`config.mk`:
```
export PLATFORM = sky130hd
export DESIGN_NAME = websocket_frame_deframer
export DESIGN_NICKNAME = d
export VERILOG_FILES = /design/src/sv/wsd_pkg.sv /design/src/sv/websocket_frame_deframer.sv /design/src/sv/wsd_parser.sv /design/src/sv/wsd_out_reg.sv
export SDC_FILE = /design/constraint.sdc
export NUM_CORES = 1
export LEC_CHECK = 0
export BUFFER_PORTS_ARGS = -buffer_cell sky130_fd_sc_hd__buf_2
export CORE_MARGIN = 5
export CORE_UTILIZATION = 50
export DETAILED_ROUTE_END_ITERATION = 16
export HOLD_SLACK_MARGIN = 0.03
export PLACE_DENSITY = 0.7
export SLEW_MARGIN = 20
export SYNTH_ARGS = -nofsm -noshare
export SYNTH_HDL_FRONTEND = slang
export SYNTH_HIERARCHICAL = 1
export SYNTH_SLANG_ARGS = --single-unit
```
`constraint.sdc`:
```
create_clock -name clock -period 6.1 [get_ports clock]
set_input_delay 0.915 -clock clock [delete_from_list [all_inputs] [get_ports clock]]
set_output_delay 0.915 -clock clock [all_outputs]
set_load 0.01 [all_outputs]
```
`src/sv/wsd_pkg.sv`:
```
// ----------------------------------------------------------------------------
// wsd_pkg: shared types and constants for the WebSocket frame deframer
// Event codes, frame opcodes, header length escapes, limit reset value, mask size and result struct.
// ----------------------------------------------------------------------------
package wsd_pkg;

   // event codes carried on the result channel
   localparam logic [2:0] EV_DATA       = 3'd0;
   localparam logic [2:0] EV_EMPTY_END  = 3'd1;
   localparam logic [2:0] EV_PING       = 3'd2;
   localparam logic [2:0] EV_PONG       = 3'd3;
   localparam logic [2:0] EV_CLOSE      = 3'd4;
   localparam logic [2:0] EV_UNMASKED   = 3'd5;
   localparam logic [2:0] EV_TOO_LARGE  = 3'd6;
   localparam logic [2:0] EV_BAD_OPCODE = 3'd7;

   // frame opcodes
   localparam logic [3:0] OP_CONT   = 4'd0;
   localparam logic [3:0] OP_BINARY = 4'd2;
   localparam logic [3:0] OP_CLOSE  = 4'd8;
   localparam logic [3:0] OP_PING   = 4'd9;
   localparam logic [3:0] OP_PONG   = 4'd10;

   // 7-bit length escapes
   localparam logic [6:0] LEN_EXT16 = 7'd126;
   localparam logic [6:0] LEN_EXT64 = 7'd127;

   localparam logic [31:0] MAX_SIZE_RESET = 32'd33554432;
   localparam int unsigned MASK_BYTES     = 4;

   typedef struct packed {
      logic       valid;
      logic [2:0] event_kind;
      logic [7:0] payload_byte;
      logic [3:0] message_opcode;
      logic       message_last;
   } wsd_result_type;

endpackage

```
`src/sv/websocket_frame_deframer.sv`:
```
// ----------------------------------------------------------------------------
// websocket_frame_deframer: receive-side WebSocket frame parser and unmasker
// Timing: an event is registered and appears on rsp in the cycle after its byte beat is accepted.
// Throughput: one byte beat per cycle; req_tready drops only while a held
//   event is not taken, since the single result register is the only buffer.
// Reset: synchronous; parser returns to the first header byte, no message is
//   open, the size limit reloads to 32 MiB and the result register empties.
// ----------------------------------------------------------------------------
module websocket_frame_deframer (
   input  logic        clock,
   input  logic        reset,
   // received stream, one byte per beat
   input  logic        req_tvalid,
   output logic        req_tready,
   input  logic [7:0]  req_tdata,   // [7:0] rx_byte
   // events
   output logic        rsp_tvalid,
   input  logic        rsp_tready,
   output logic [7:0]  rsp_tdata,   // [7:0] payload_byte
   output logic [6:0]  rsp_tuser,   // [2:0] event_kind, [6:3] message_opcode
   output logic        rsp_tlast,   // message_last
   // message size limit register
   input  logic        csr_valid,
   output logic        csr_ready,
   input  logic [31:0] csr_data     // max_message_size
);
   import wsd_pkg::*;

   logic [31:0]    max_size_ff;
   logic           room;
   logic           beat_fire;
   wsd_result_type result;

   // the user must change the limit only while idle; the block does not enforce it and always takes the write
   assign csr_ready = 1'b1;

   always_ff @(posedge clock) begin
      if (reset) begin
         max_size_ff <= MAX_SIZE_RESET;
      end else if (csr_valid) begin
         max_size_ff <= csr_data;
      end
   end

   // a beat is taken whenever the result register is free or draining;
   // every beat, also one that raises no event, waits while a held event is stalled
   assign req_tready = room;
   assign beat_fire  = req_tvalid && req_tready;

   wsd_parser u_parser (
      .clock     (clock),
      .reset     (reset),
      .beat_fire (beat_fire),
      .rx_byte   (req_tdata),
      .max_size  (max_size_ff),
      .result    (result)
   );

   wsd_out_reg u_out (
      .clock      (clock),
      .reset      (reset),
      .result     (result),
      .room       (room),
      .rsp_tvalid (rsp_tvalid),
      .rsp_tready (rsp_tready),
      .rsp_tdata  (rsp_tdata),
      .rsp_tuser  (rsp_tuser),
      .rsp_tlast  (rsp_tlast)
   );

endmodule

```
`src/sv/wsd_parser.sv`:
```
// ----------------------------------------------------------------------------
// wsd_parser: header parse, length tracking and payload unmask
// Holds the frame state; decodes one byte per beat into at most one event.
// ----------------------------------------------------------------------------
module wsd_parser (
   input  logic                    clock,
   input  logic                    reset,
   input  logic                    beat_fire,
   input  logic [7:0]              rx_byte,
   input  logic [31:0]             max_size,
   output wsd_pkg::wsd_result_type result
);
   import wsd_pkg::*;

   localparam logic [2:0] PH_HDR0    = 3'd0;
   localparam logic [2:0] PH_HDR1    = 3'd1;
   localparam logic [2:0] PH_EXT16   = 3'd2;
   localparam logic [2:0] PH_EXT64   = 3'd3;
   localparam logic [2:0] PH_MASK    = 3'd4;
   localparam logic [2:0] PH_PAYLOAD = 3'd5;
   localparam logic [2:0] PH_CLOSED  = 3'd6;

   localparam logic [2:0] MASK_LAST  = 3'(MASK_BYTES - 1);

   logic [2:0]  phase_ff, phase_in;
   logic        fin_ff, fin_in;
   logic [3:0]  opcode_ff, opcode_in;
   logic        masked_ff, masked_in;
   logic [63:0] rem_ff, rem_in;
   logic [2:0]  hbc_ff, hbc_in;
   logic [31:0] key_ff, key_in;
   logic [1:0]  midx_ff, midx_in;
   logic [31:0] msg_len_ff, msg_len_in;
   logic [3:0]  msg_op_ff, msg_op_in;

   logic        is_data;
   logic [63:0] len_new;
   logic        masked_now;
   logic [32:0] len_sum;
   logic        too_large;
   logic        len_done;
   logic [2:0]  final_idx;
   logic [7:0]  key_byte;
   logic [63:0] rem_dec;

   assign is_data    = (opcode_ff <= OP_BINARY);
   assign len_new    = (phase_ff == PH_HDR1) ? {57'd0, rx_byte[6:0]}
                                             : {rem_ff[55:0], rx_byte};
   assign masked_now = (phase_ff == PH_HDR1) ? rx_byte[7] : masked_ff;
   // upper half nonzero always overflows a 32-bit limit
   assign len_sum    = {1'b0, msg_len_ff} + {1'b0, len_new[31:0]};
   assign too_large  = (|len_new[63:32]) || (len_sum >= {1'b0, max_size});
   assign final_idx  = (phase_ff == PH_EXT16) ? 3'd1 : 3'd7;
   assign rem_dec    = rem_ff - 64'd1;

   always_comb begin
      case (midx_ff)
         2'd0:    key_byte = key_ff[31:24];
         2'd1:    key_byte = key_ff[23:16];
         2'd2:    key_byte = key_ff[15:8];
         default: key_byte = key_ff[7:0];
      endcase
   end

   always_comb begin
      phase_in   = phase_ff;
      fin_in     = fin_ff;
      opcode_in  = opcode_ff;
      masked_in  = masked_ff;
      rem_in     = rem_ff;
      hbc_in     = hbc_ff;
      key_in     = key_ff;
      midx_in    = midx_ff;
      msg_len_in = msg_len_ff;
      msg_op_in  = msg_op_ff;
      len_done   = 1'b0;
      result     = '0;

      case (phase_ff)
         PH_HDR0: begin
            fin_in    = rx_byte[7];
            opcode_in = rx_byte[3:0];
            phase_in  = PH_HDR1;
         end
         PH_HDR1: begin
            masked_in = rx_byte[7];
            rem_in    = '0;
            hbc_in    = '0;
            key_in    = '0;
            midx_in   = '0;
            if (is_data && !rx_byte[7]) begin
               result.valid      = 1'b1;
               result.event_kind = EV_UNMASKED;
               phase_in          = PH_CLOSED;
            end else if (opcode_ff == OP_CLOSE) begin
               result.valid      = 1'b1;
               result.event_kind = EV_CLOSE;
               phase_in          = PH_CLOSED;
            end else begin
               if (opcode_ff == OP_PING) begin
                  result.valid      = 1'b1;
                  result.event_kind = EV_PING;
               end else if (opcode_ff == OP_PONG) begin
                  result.valid      = 1'b1;
                  result.event_kind = EV_PONG;
               end else if (!is_data) begin
                  result.valid      = 1'b1;
                  result.event_kind = EV_BAD_OPCODE;
               end
               if (rx_byte[6:0] == LEN_EXT16) begin
                  phase_in = PH_EXT16;
               end else if (rx_byte[6:0] == LEN_EXT64) begin
                  phase_in = PH_EXT64;
               end else begin
                  rem_in   = len_new;
                  len_done = 1'b1;
               end
            end
         end
         PH_EXT16, PH_EXT64: begin
            rem_in = len_new;
            if (hbc_ff >= final_idx) begin
               len_done = 1'b1;
            end else begin
               hbc_in = hbc_ff + 3'd1;
            end
         end
         PH_MASK: begin
            key_in = {key_ff[23:0], rx_byte};
            if (hbc_ff >= MASK_LAST) begin
               hbc_in  = '0;
               midx_in = '0;
               if (rem_ff != '0) begin
                  phase_in = PH_PAYLOAD;
               end else begin
                  phase_in = PH_HDR0;
                  if (is_data && fin_ff) begin
                     result.valid          = 1'b1;
                     result.event_kind     = EV_EMPTY_END;
                     result.message_opcode = msg_op_ff;
                     result.message_last   = 1'b1;
                     msg_len_in            = '0;
                     msg_op_in             = OP_CONT;
                  end
               end
            end else begin
               hbc_in = hbc_ff + 3'd1;
            end
         end
         PH_PAYLOAD: begin
            if (is_data) begin
               result.valid          = 1'b1;
               result.event_kind     = EV_DATA;
               result.payload_byte   = rx_byte ^ key_byte;
               result.message_opcode = msg_op_ff;
               midx_in               = midx_ff + 2'd1;
               msg_len_in            = msg_len_ff + 32'd1;
            end
            if (rem_ff != '0) begin
               rem_in = rem_dec;
            end
            if (rem_ff <= 64'd1) begin
               phase_in = PH_HDR0;
               if (is_data && fin_ff) begin
                  result.message_last = 1'b1;
                  msg_len_in          = '0;
                  msg_op_in           = OP_CONT;
               end
            end
         end
         default: begin
            phase_in = PH_CLOSED;
         end
      endcase

      // frame length complete: limit check, message open, next phase
      if (len_done) begin
         hbc_in = '0;
         if (is_data && too_large) begin
            result.valid      = 1'b1;
            result.event_kind = EV_TOO_LARGE;
            phase_in          = PH_CLOSED;
         end else begin
            if (is_data && msg_op_ff == OP_CONT && opcode_ff != OP_CONT) begin
               msg_op_in = opcode_ff;
            end
            if (masked_now) begin
               phase_in = PH_MASK;
            end else if (len_new != '0) begin
               phase_in = PH_PAYLOAD;
            end else begin
               phase_in = PH_HDR0;
            end
         end
      end

      result.valid = result.valid & beat_fire;
   end

   always_ff @(posedge clock) begin
      if (reset) begin
         phase_ff   <= PH_HDR0;
         fin_ff     <= 1'b0;
         opcode_ff  <= '0;
         masked_ff  <= 1'b0;
         rem_ff     <= '0;
         hbc_ff     <= '0;
         key_ff     <= '0;
         midx_ff    <= '0;
         msg_len_ff <= '0;
         msg_op_ff  <= OP_CONT;
      end else if (beat_fire) begin
         phase_ff   <= phase_in;
         fin_ff     <= fin_in;
         opcode_ff  <= opcode_in;
         masked_ff  <= masked_in;
         rem_ff     <= rem_in;
         hbc_ff     <= hbc_in;
         key_ff     <= key_in;
         midx_ff    <= midx_in;
         msg_len_ff <= msg_len_in;
         msg_op_ff  <= msg_op_in;
      end
   end

endmodule

```
`src/sv/wsd_out_reg.sv`:
```
// ----------------------------------------------------------------------------
// wsd_out_reg: result register in front of the response channel
// Holds one event; refills in the same cycle the held event is taken.
// ----------------------------------------------------------------------------
module wsd_out_reg (
   input  logic                    clock,
   input  logic                    reset,
   input  wsd_pkg::wsd_result_type result,
   output logic                    room,
   output logic                    rsp_tvalid,
   input  logic                    rsp_tready,
   output logic [7:0]              rsp_tdata,
   output logic [6:0]              rsp_tuser,
   output logic                    rsp_tlast
);
   import wsd_pkg::*;

   logic       valid_ff;
   logic [2:0] kind_ff;
   logic [7:0] byte_ff;
   logic [3:0] op_ff;
   logic       last_ff;

   assign room = !valid_ff || rsp_tready;

   always_ff @(posedge clock) begin
      if (reset) begin
         valid_ff <= 1'b0;
      end else if (result.valid) begin
         valid_ff <= 1'b1;
      end else if (rsp_tready) begin
         valid_ff <= 1'b0;
      end
   end

   always_ff @(posedge clock) begin
      if (result.valid) begin
         kind_ff <= result.event_kind;
         byte_ff <= result.payload_byte;
         op_ff   <= result.message_opcode;
         last_ff <= result.message_last;
      end
   end

   assign rsp_tvalid = valid_ff;
   assign rsp_tdata  = byte_ff;
   assign rsp_tuser  = {op_ff, kind_ff};
   assign rsp_tlast  = last_ff;

endmodule

```
==> flow_metrics.env <==
export IMPL_finalSetupTns_ps=0
export IMPL_critical_path_required_ps=6260
export IMPL_postRouteAntennaNets=0
export IMPL_layout_drive_gt1_share_pct=9.868
export IMPL_vias=12150
export IMPL_cts_sinks=195
export IMPL_status="finished, final reports clean"
export IMPL_cp_max_fo=20
export IMPL_path_class="reg2reg"
export IMPL_routed_wl_um=34690
export IMPL_syn_area_per_cell_um2=7.769
export IMPL_skew_ps=14.84
export IMPL_synth_ff_type="dfxtp_1"
export IMPL_drc=0
export IMPL_initial_utilization_pct=50.59
export IMPL_cts_clk_slew_worst_paths_ps=80
export IMPL_cts_resized=0
export IMPL_track_usage_pct=23.53
export IMPL_setup_viol=0
export IMPL_num_rows=58
export IMPL_synth_edf_count=16
export IMPL_p_sw_mw=1.675
export IMPL_die_h_um=169.4
export IMPL_async_flop_share_pct=0
export IMPL_cap_violations=0
export IMPL_cts_buffer_depth=2
export IMPL_n_antenna_cell=0
export IMPL_ys_seq_elements=195
export IMPL_yosysTopAreaCell="dfxtp_1"
export IMPL_antenna_found_initial=0
export IMPL_io_buffers=62
export IMPL_clk_latency_ps=450
export IMPL_hp_start="u_parser/masked_ff"
export IMPL_hp_class="reg2reg"
export IMPL_cts_tree="done"
export IMPL_intPower_mw=2.440
export IMPL_synthesis_nets=1747
export IMPL_gp_congestion=0.8866
export IMPL_area_growth_pct=9.634
export IMPL_drtPass1Iterations=6
export IMPL_fillers=2422
export IMPL_wl_per_cell_um=17.41
export IMPL_fmax_ghz=0.1755
export IMPL_fp_dieW_um=169.4
export IMPL_startpoint_type="flip-flop"
export IMPL_final_hold_violation_count=0
export IMPL_vias_per_cell=6.097
export IMPL_dieArea_um2=28690
export IMPL_max_slew_worst_pin_slew_ps=960.4
export IMPL_root_buffer="clkbuf_16"
export IMPL_dp_hpwl_um=24350
export IMPL_end_kind="flip-flop"
export IMPL_fin_crit_ps=5697
export IMPL_netlist_top_cells_area="dfxtp_1, nor2_1, ha_1, a21oi_1, xnor2_1"
export IMPL_synthCells=1635
export IMPL_numCtsBuffers=17
export IMPL_placed_area_um2=13260
export IMPL_fin_area_um2=13930
export IMPL_combPwrFrac_pct=35.6
export IMPL_nNetsFinal=1761
export IMPL_power_density_nw_per_um2=295.5
export IMPL_yosysTopAreaCellShare_pct=28.21
export IMPL_first_iter_violations=1237
export IMPL_hold_path_cell_count=2
export IMPL_synth_cell_area_um2=12700
export IMPL_period_share_pct=93.40
export IMPL_sequentialPowerShare_pct=35.0
export IMPL_crit_reg2reg_launch="u_parser/phase_ff[2]"
export IMPL_grt_max_degree=101
export IMPL_rrSetupSlack_ps=400
export IMPL_ff2ff_path_depth=22
export IMPL_worstPathArrival_ps=5860
export IMPL_rsz0062_at_grt="no"
export IMPL_grt_ovfl_total=0
export IMPL_p_leak_nw=5.425
export IMPL_slew_headroom_pct=35.98
export IMPL_h_tree_depth=4
export IMPL_hold_path_end="u_parser/masked_ff"
export IMPL_finalMaxSlewViolations=0
export IMPL_cts_setup_buffers=0
export IMPL_holdBufCountCts=0
export IMPL_power_frac_clock_pct=29.3
export IMPL_io_pins=64
export IMPL_ys_types=87
export IMPL_regToRegEndpoint="u_out/rsp_tdata[2]"
export IMPL_swShare_pct=40.70
export IMPL_core_area_um2=25110
export IMPL_grt_pass1_wl_um=56600
export IMPL_yosysSeqAreaShare_pct=31.99
export IMPL_irDropWorstVdd_mv=0.2484
export IMPL_yosysWarnings=6
export IMPL_grt_pass1_vias=11360
-- how the worst max path moves through the flow --
stage / to / from / slack [ps]
floorplan: u_out/kind_ff[0] / u_parser/phase_ff[2] / 180
global placement: u_out/rsp_tdata[7] / req_tdata[0] / 250
detailed placement: u_out/rsp_tdata[5] / req_tdata[0] / 50
CTS: u_out/rsp_tdata[2] / u_parser/phase_ff[2] / 460
global route: u_out/rsp_tvalid / req_tdata[0] / 90
finish: u_out/rsp_tdata[2] / u_parser/phase_ff[2] / 400
-- registers in the layout (all words and copies together) (netlist names) --
register,cells
max_size_ff,32
u_out/kind_ff,3
u_out/op_ff,4
u_out/rsp_tdata,8
u_out/rsp_tlast,1
u_out/rsp_tvalid,1
u_parser/fin_ff,1
u_parser/hbc_ff,3
u_parser/key_ff,32
u_parser/masked_ff,1
u_parser/midx_ff,2
u_parser/msg_len_ff,32
u_parser/msg_op_ff,4
u_parser/opcode_ff,4
u_parser/phase_ff,3
u_parser/rem_ff,64
-- layout by cell type (no fill, tap or decap), drive strengths merged, types with 5 or more instances in the layout --
master / instances
a22oi: 59
a31oi: 17
inv: 65
ha: 66
and2: 25
a21oi: 115
clkinv: 5
a211oi: 11
clkbuf: 17
nand4: 24
xor2: 22
a22o: 10
a21o: 21
a32o: 6
nor4: 31
a221oi: 9
nand2b: 11
a222oi: 8
o211ai: 8
nand3: 35
a2bb2oi: 5
and3: 9
nand2: 139
o21bai: 9
or3: 13
nor2b: 9
or2: 5
o21ai: 99
mux2i: 38
o22ai: 6
buf: 97
nor2: 261
edfxtp: 16
dfxtp: 179
o31ai: 8
or4: 14
o21a: 7
xnor2: 63
nor3: 66
-- final cells by class --
class | count | area, um2 | share of cell area (%)
Sequential cell | 195 | 4064 | 29.18
Clock inverter | 15 | 211.5 | 1.518
Multi-Input combinational cell | 1283 | 7998 | 57.43
Tap cell | 330 | 412.9 | 2.965
Inverter | 55 | 206.4 | 1.482
Timing Repair Buffer | 97 | 608.1 | 4.367
Clock buffer | 17 | 425.4 | 3.055
-- per-stage QoR --
stage	hold WS (ps)	instances	worst slack [ps]	total power, mW	util (%)
final	472.4	1992	402.8	4.115	55.46
after CTS	475.6	1991	459.6	4.105	55.34
after global routing	510.6	1992	89.28	4.340	55.46
after floorplan	436.6	1635	184.8	2.497	-
after detailed placement	458.5	1959	45.38	2.904	52.81
after global placement	444.9	1959	250.4	2.880	52.81
-- worst max-delay path, cell delays in order, from the launching register on --
cell,delay (ps)
dfxtp_1,330
or3b_1,640
and2_1,280
ha_1,370
a21o_1,250
a21oi_1,110
o21ai_0,90
a21oi_1,230
o21ba_2,170
o31ai_2,70
a31oi_1,420
o21ai_0,200
xor2_1,180
ha_1,300
nand4_1,150
nor3_1,250
a21oi_1,110
o311ai_0,90
a211oi_1,140
a21oi_1,400
nand2_1,180
a31oi_2,250
buf_12,180
-- layer usage --
| metal | global-route usage, % | routed length, um | vias to the layer above |
|---|---|---|---|
| met4 | 7.630 | 809 | 0 |
| met5 | 0 | 0 | - |
| li1 | - | - | 5919 |
| met2 | 38.23 | 15790 | 432 |
| met1 | 32.22 | 15680 | 5743 |
| met3 | 3.680 | 2409 | 51 |
-- cell usage after synthesis (11+ instances only) --
library cell and number:
nor4_1 27, nand4_1 23, o21ai_0 98, dfxtp_1 179
inv_1 54, a21oi_1 114, a211oi_1 11, mux2i_1 38
and2_1 24, xor2_1 22, nand3_1 34, a31oi_1 17
nand2_1 138, clkbuf_1 78, or4_1 12, xnor2_1 63
nor2_1 261, ha_1 66, a22oi_1 59, nor3_1 64
a21o_1 21, or3_1 13, buf_2 14, edfxtp_1 16
-- kinds of logic (layout without fill, tap and decap cells) --
group | after synthesis | after routing | share of synthesized area (%)
fa+ha+maj | 71 | 71 | 6.974
xor+xnor | 85 | 85 | 5.861
other cells | 1 | 1 | 0.02952
compound gates | 427 | 427 | 21.87
buf+inv | 157 | 184 | 5.280
simple gates | 661 | 661 | 25.00
flops | 195 | 195 | 31.99
mux | 38 | 38 | 2.994
-- power groups by stage --
stage	registers, mW	logic, mW	clock network, mW
after detailed placement	1.47	1.44	0
after global routing	1.45	1.61	1.28
after global placement	1.47	1.41	0
after floorplan	1.44	1.05	0
after CTS	1.44	1.44	1.22
final	1.44	1.47	1.21
(Power assumes the default switching activity.)
